--- config.mk ---
export PLATFORM = sky130hd
export DESIGN_NAME = cclm_row
export DESIGN_NICKNAME = d
export VERILOG_FILES = /design/src/cclm_pkg.sv /design/src/cclm_row.sv
export SDC_FILE = /design/constraint.sdc
export NUM_CORES = 1
export LEC_CHECK = 0
export ABC_AREA = 1
export BUFFER_PORTS_ARGS = -buffer_cell sky130_fd_sc_hd__buf_2
export CORE_ASPECT_RATIO = 1.4
export CORE_MARGIN = 8
export CORE_UTILIZATION = 56
export CTS_CLUSTER_SIZE = 12
export DETAILED_ROUTE_END_ITERATION = 12
export PLACE_DENSITY = 0.73
export SETUP_SLACK_MARGIN = 0.3
export SKIP_LAST_GASP = 1
export SYNTH_ARGS = -nofsm -noshare
export SYNTH_HDL_FRONTEND = slang
export SYNTH_SLANG_ARGS = --single-unit
export TNS_END_PERCENT = 50
--- constraint.sdc ---
create_clock -name clk -period 7.7 [get_ports clk]
set_input_delay 1.155 -clock clk [delete_from_list [all_inputs] [get_ports clk]]
set_output_delay 1.155 -clock clk [all_outputs]
set_load 0.02 [all_outputs]
--- src/cclm_pkg.sv ---
package cclm_pkg;

    // Fixed-point position of the binary point in the matrix coefficients.
    localparam int FRAC_BITS = 16;

    localparam int PIX_W   = 8;
    localparam int COEF_W  = 20;
    localparam int ROW_W   = 3 * COEF_W;
    localparam int PROD_W  = PIX_W + 1 + COEF_W;
    localparam int SUM_W   = PROD_W + 2;
    localparam int TAB_DEPTH = 1 << PIX_W;

    localparam logic [PIX_W-1:0] PIX_MAX = {PIX_W{1'b1}};
    localparam logic [PIX_W-1:0] PIX_MIN = '0;

    // Operation codes carried in the low bits of the input tuser.
    localparam logic [1:0] OP_PIXEL      = 2'd0;
    localparam logic [1:0] OP_WRITE_LIN  = 2'd1;
    localparam logic [1:0] OP_WRITE_TONE = 2'd2;

    // Table channel codes.
    localparam logic [1:0] CH_RED   = 2'd0;
    localparam logic [1:0] CH_GREEN = 2'd1;
    localparam logic [1:0] CH_BLUE  = 2'd2;

    // Configuration register indexes.
    localparam logic [1:0] REG_ROW_RED   = 2'd0;
    localparam logic [1:0] REG_ROW_GREEN = 2'd1;
    localparam logic [1:0] REG_ROW_BLUE  = 2'd2;

    // Identity coefficient and the identity rows loaded at reset.
    localparam logic [COEF_W-1:0] COEF_ONE = COEF_W'(1) << FRAC_BITS;
    localparam logic [ROW_W-1:0] ROW_RED_RESET   = ROW_W'(COEF_ONE);
    localparam logic [ROW_W-1:0] ROW_GREEN_RESET = ROW_W'(COEF_ONE) << COEF_W;
    localparam logic [ROW_W-1:0] ROW_BLUE_RESET  = ROW_W'(COEF_ONE) << (2 * COEF_W);

    // Stage advance strobes handed to the matrix rows.
    typedef struct packed {
        logic prod;
        logic sum;
    } cclm_stage_en_t;

endpackage

--- src/cclm_row.sv ---
module cclm_row
    import cclm_pkg::*;
(
    input  logic                 clk,
    input  cclm_stage_en_t       en,
    input  logic [PIX_W-1:0]     lin_red,
    input  logic [PIX_W-1:0]     lin_green,
    input  logic [PIX_W-1:0]     lin_blue,
    input  logic [ROW_W-1:0]     row,
    output logic [PIX_W-1:0]     level
);

    logic signed [PROD_W-1:0] prod_reg  [3];
    logic signed [PROD_W-1:0] prod_next [3];
    logic signed [SUM_W-1:0]  sum;
    logic [PIX_W-1:0]         level_reg;
    logic [PIX_W-1:0]         level_next;
    logic signed [PIX_W:0]    lin_s [3];
    logic signed [COEF_W-1:0] coef_s [3];

    always_comb
    begin
        lin_s[0] = signed'({1'b0, lin_red});
        lin_s[1] = signed'({1'b0, lin_green});
        lin_s[2] = signed'({1'b0, lin_blue});
        for (int k = 0; k < 3; k++)
        begin
            coef_s[k]    = signed'(row[k*COEF_W +: COEF_W]);
            prod_next[k] = PROD_W'(lin_s[k] * coef_s[k]);
        end
    end

    // Sum the three products, drop the fraction and clamp to the pixel range.
    always_comb
    begin
        sum = SUM_W'(prod_reg[0]) + SUM_W'(prod_reg[1]) + SUM_W'(prod_reg[2]);
        if (sum[SUM_W-1])
            level_next = PIX_MIN;
        else if (|sum[SUM_W-2:FRAC_BITS+PIX_W])
            level_next = PIX_MAX;
        else
            level_next = sum[FRAC_BITS +: PIX_W];
    end

    always_ff @(posedge clk)
    begin
        if (en.prod)
        begin
            prod_reg <= prod_next;
        end
        if (en.sum)
        begin
            level_reg <= level_next;
        end
    end

    assign level = level_reg;

endmodule

Word level (Yosys, flattened, before mapping)
Index checks and enable logic that the tools add are counted.
- register bits after elaboration: 95
- input bits: 87
- output and inout bits: 8
- word-level logic and storage cells: 11
- add/subtract/negate cells: 2
- multipliers: 3
- muxes and demuxes: 1
- reductions and logical operators: 1
- operators with widths (cell ; number):
    multiplier 9 x 20 -> 29 bit ; 3
    adder 30 x 29 -> 31 bit ; 1
    adder 29 x 29 -> 30 bit ; 1
    2-to-1 mux 8 bit ; 1
    OR reduction 6 bit ; 1

Depth between registers and ports, before layout
- depth after elaboration: 4
- gate-level depth with buffers: 23
- mapped depth without buffers: 22

Worst setup path before layout
No wires, ideal clock.
- path kind: input port to flip-flop
- start point: in lin_red[0]
- end point: reg prod_reg[82] (netlist name) (data pin)
- setup time: 259 ps
- arrival time: 5028 ps
- data required time: 7441 ps
- slack: 2413 ps
- stages on the path: 19
- buffers on the path: 1
- cell sequence: clkbuf_1 -> nand2_1 -> fa_1 -> inv_1 -> fa_1 -> inv_1 -> fa_1 -> fa_1 -> inv_1 -> ha_1 -> a21oi_1 -> nand2_1 -> a21oi_1 -> inv_1 -> a21oi_1 -> o21bai_1 -> nand2_1 -> nand2_1 -> xor2_1
- RTL lines (item ; line ; source):
    from (decl) ; cclm_row.sv:6 ; input logic [PIX_W-1:0] lin_red,
    to (signal assigned) ; cclm_row.sv:49 ; prod_reg <= prod_next;
    to (decl) ; cclm_row.sv:13 ; logic signed [PROD_W-1:0] prod_reg [3];

==> impl_metrics.json <==
{
  "outcome": "complete, no violations",
  "syn-cell-area_sq_um": 22970,
  "ctsRootBufferMaster": "clkbuf_16",
  "ctsLongestPathBuffers": 2,
  "synth_common_cells": "inv_1 (891), nand2_1 (736), fa_1 (406), ha_1 (203), edfxtp_1 (95)",
  "maxSlewViolCount": 0,
  "timing.max_cap.violations": 0,
  "clock_tree_skew_after_final_layout_ps": 4.482,
  "final_min_period_over_clock_period_pct": 70.44,
  "synthesized_instance_count": 2914,
  "crit-reg2reg-capture": "level[0]",
  "global_route.usage.total_pct": 22.29,
  "final_hold_viol_count": 0,
  "worst-setup-path-type": "in2reg",
  "number_of_global_route_vias_before_repair": 19390,
  "grt_first_pass_wirelength_mm": 88.22,
  "cts.reportedPaths.clkPinSlew_ps": 70,
  "worst_setup_path_end_kind": "register",
  "setup.worst_path.start": "lin_red[0]",
  "yosys.cell_count.top_type": "inv_1",
  "top_level_ports": 95,
  "drc_errors": 0,
  "setup_viol_count_final": 0,
  "tritoncts.num_buffers": 9,
  "rr_worst_depth": 15,
  "chain_of_cells_forming_the_critical_path": "buf_2 -> nand2_1 -> fa_1 -> inv_1 -> fa_1 -> inv_1 -> fa_1 -> fa_1 -> inv_1 -> ha_1 -> a21oi_1 -> nand2_1 -> a21oi_1 -> inv_1 -> a21oi_1 -> o21bai_1 -> nand2_1 -> nand2_1 -> xor2_1",
  "gp_routability_congestion": 0.9116,
  "dr_total_vias": 17450,
  "cts.repair.resized": 0,
  "initialDrtViolationCount": 799,
  "initial_core_util_pct": 56.24,
  "slew-limit-headroom_pct": 27.40,
  "post_cts_buffers": 0,
  "timing.critical_path.fanout_max": 20,
  "die_y_um": 255.6,
  "place_hpwl_mm": 44.00,
  "worstSkewPairLatency_ps": 370,
  "largest_register_ff_count": 87,
  "ys_async_sr_fraction_pct": 0,
  "cts_num_sinks": 95,
  "postCtsHoldBufs": 0,
  "synth.top_cells.by_area": "fa_1 (35%), inv_1 (15%), edfxtp_1 (12%)",
  "route.final.wire_length_mm": 50.46,
  "antenna_cells": 0,
  "synthesis.yosys.warnings": 0,
  "core_area_sq_um": 40850,
  "worst_hold_path_type": "in2reg",
  "io_buffer_count": 94,
  "worstPathArrival_ps": 5540,
  "drt_pre_antenna_iters": 7,
  "grt_start_max_net_pins": 88,
  "critical_path.top_delay_family": "adder cells",
  "mappedNetlistNets": 3610,
  "setup_tns_ps": 0,
  "rrSetupSlack_ps": 4650,
  "wl_per_cell_um": 14.60,
  "worst_hold_slack_ps": 1126,
  "die-width_um": 187.2,
  "floorplan_die_area_sq_um": 47850,
  "post-synth-top-area-fraction_pct": 35.38,
  "route.antenna.remaining_nets": 0,
  "areaGrowthSynthToFinish_pct": 4.232,
  "htreeDepth": 3,
  "regToRegStartpoint": "prod_reg[19]",
  "synth_top_area_cell": "fa_1",
  "gr-total-overflow": 0,
  "synth_sequential_area_ratio_pct": 12.42,
  "rsz0062_at_grt": "false",
  "min_period_ps": 5424,
  "placementRows": 88,
  "setup.worst_path.start_class": "input pin",
  "fmaxAchievable_mhz": 184.4,
  "slowest_stage": "fa_1",
  "tightestPinTransition_ps": 1089,
  "antenna_found_initial": 0,
  "ys_ff_latch": 95,
  "worst-endpoint-required_ps": 7820,
  "cp.buffers_inverters": 5,
  "timing.critical_path.slowest_cell_delay_ps": 560,
  "number_of_synthesized_flops_with_an_enable_pin": 95,
  "post_synth.cell_area_avg_sq_um": 7.883,
  "via_per_inst": 5.049,
  "tritoncts": "done",
  "fraction_of_layout_cells_with_a_size_suffix_above_1_pct": 4.904,
  "synth_ff_type": "edfxtp_1",
  "finalNetCount": 3607,
  "crit_end": "prod_reg[82]",
  "critical_path_depth": 19,
  "post_synth_cell_types": 42
}
==> area by class of cell <==
type,count,area (sq um)
multi-input combinational,1818,16290
sequential,95,2853
clock buffer,9,225.2
clock inverter,7,78.83
timing repair buffer,94,473.0
tap,540,675.6
inverter,893,3352
fill,3684,16910
==> worst min path at each step <==
stage / startpoint / to / slack, ps / cells after the start
finish: en[0] / level[3] / 1130 / 1
global placement: prod_reg[79] / level[5] / 1190 / 6
CTS: en[0] / level[3] / 1120 / 1
floorplan: prod_reg[80] / level[6] / 960 / 6
global route: en[0] / level[3] / 1130 / 1
detailed placement: prod_reg[80] / level[6] / 1190 / 6
==> worst reg2reg max path, cell delays in order (launching register included) <==
cell	delay [ps]
edfxtp_1	460
fa_1	520
ha_1	430
nand2_2	130
nor2_1	190
nand2_1	130
nor2_1	110
nand2_1	120
nand2_2	110
nand2_2	50
nand2_2	90
nand2_4	70
nor2_8	140
nand3_1	80
nand2_1	130
inv_1	60
==> cell usage in the layout, fill, tap and decap left out, types with 2 or more instances in the layout <==
cell type  count
nor3_1        16
nor2_2         2
inv_2          2
a211oi_1       9
nor3_2         2
nor2_1        87
nor2_4         4
o21a_1         5
nor4_1         2
o21bai_1       9
o21ai_0       33
o221ai_1       3
o21ai_1        3
a21o_1         9
nand2_1      736
edfxtp_1      95
ha_1         203
a21oi_2        3
inv_6          2
fa_1         406
xor2_1        54
clkbuf_16      9
inv_1        891
nand4_1       10
nand3_1       60
a21oi_1       89
and3_1         2
a31oi_1        9
buf_2         93
xnor2_1       36
nand2_2       14
==> metrics by stage <==
| stage | cell area, sq um | utilization (%) | worst slack [ps] | instances |
|---|---|---|---|---|
| 2_1_floorplan | 22970 | - | 2413 | 2914 |
| 3_3_place_gp | 23640 | 57.87 | 2033 | 3440 |
| 3_5_place_dp | 23640 | 57.87 | 1891 | 3440 |
| 4_1_cts | 23940 | 58.62 | 2304 | 3456 |
| 5_1_grt | 23940 | 58.62 | 2050 | 3456 |
| 6_report | 23940 | 58.62 | 2276 | 3456 |
==> routing by layer <==
layer	up-vias	GRT usage (%)	wire, um
li1	8388	-	-
met1	8509	23.20	18330
met2	401	43.09	27880
met3	151	2.835	1670
met4	0	10.90	2572
met5	-	0	0
==> cell families (layout without fill, tap and decap cells) <==
family / after synthesis / count (layout) / synth area share, %
simple gates: 944 / 944 / 16.63
fa+ha+maj: 609 / 609 / 46.44
buf+inv: 1001 / 1003 / 16.68
compound gates: 175 / 175 / 4.401
xor+xnor: 90 / 90 / 3.431
flops: 95 / 95 / 12.42
Power is not shown: default switching activity piles up to over one toggle a cycle in this logic, so the estimate is an artifact.
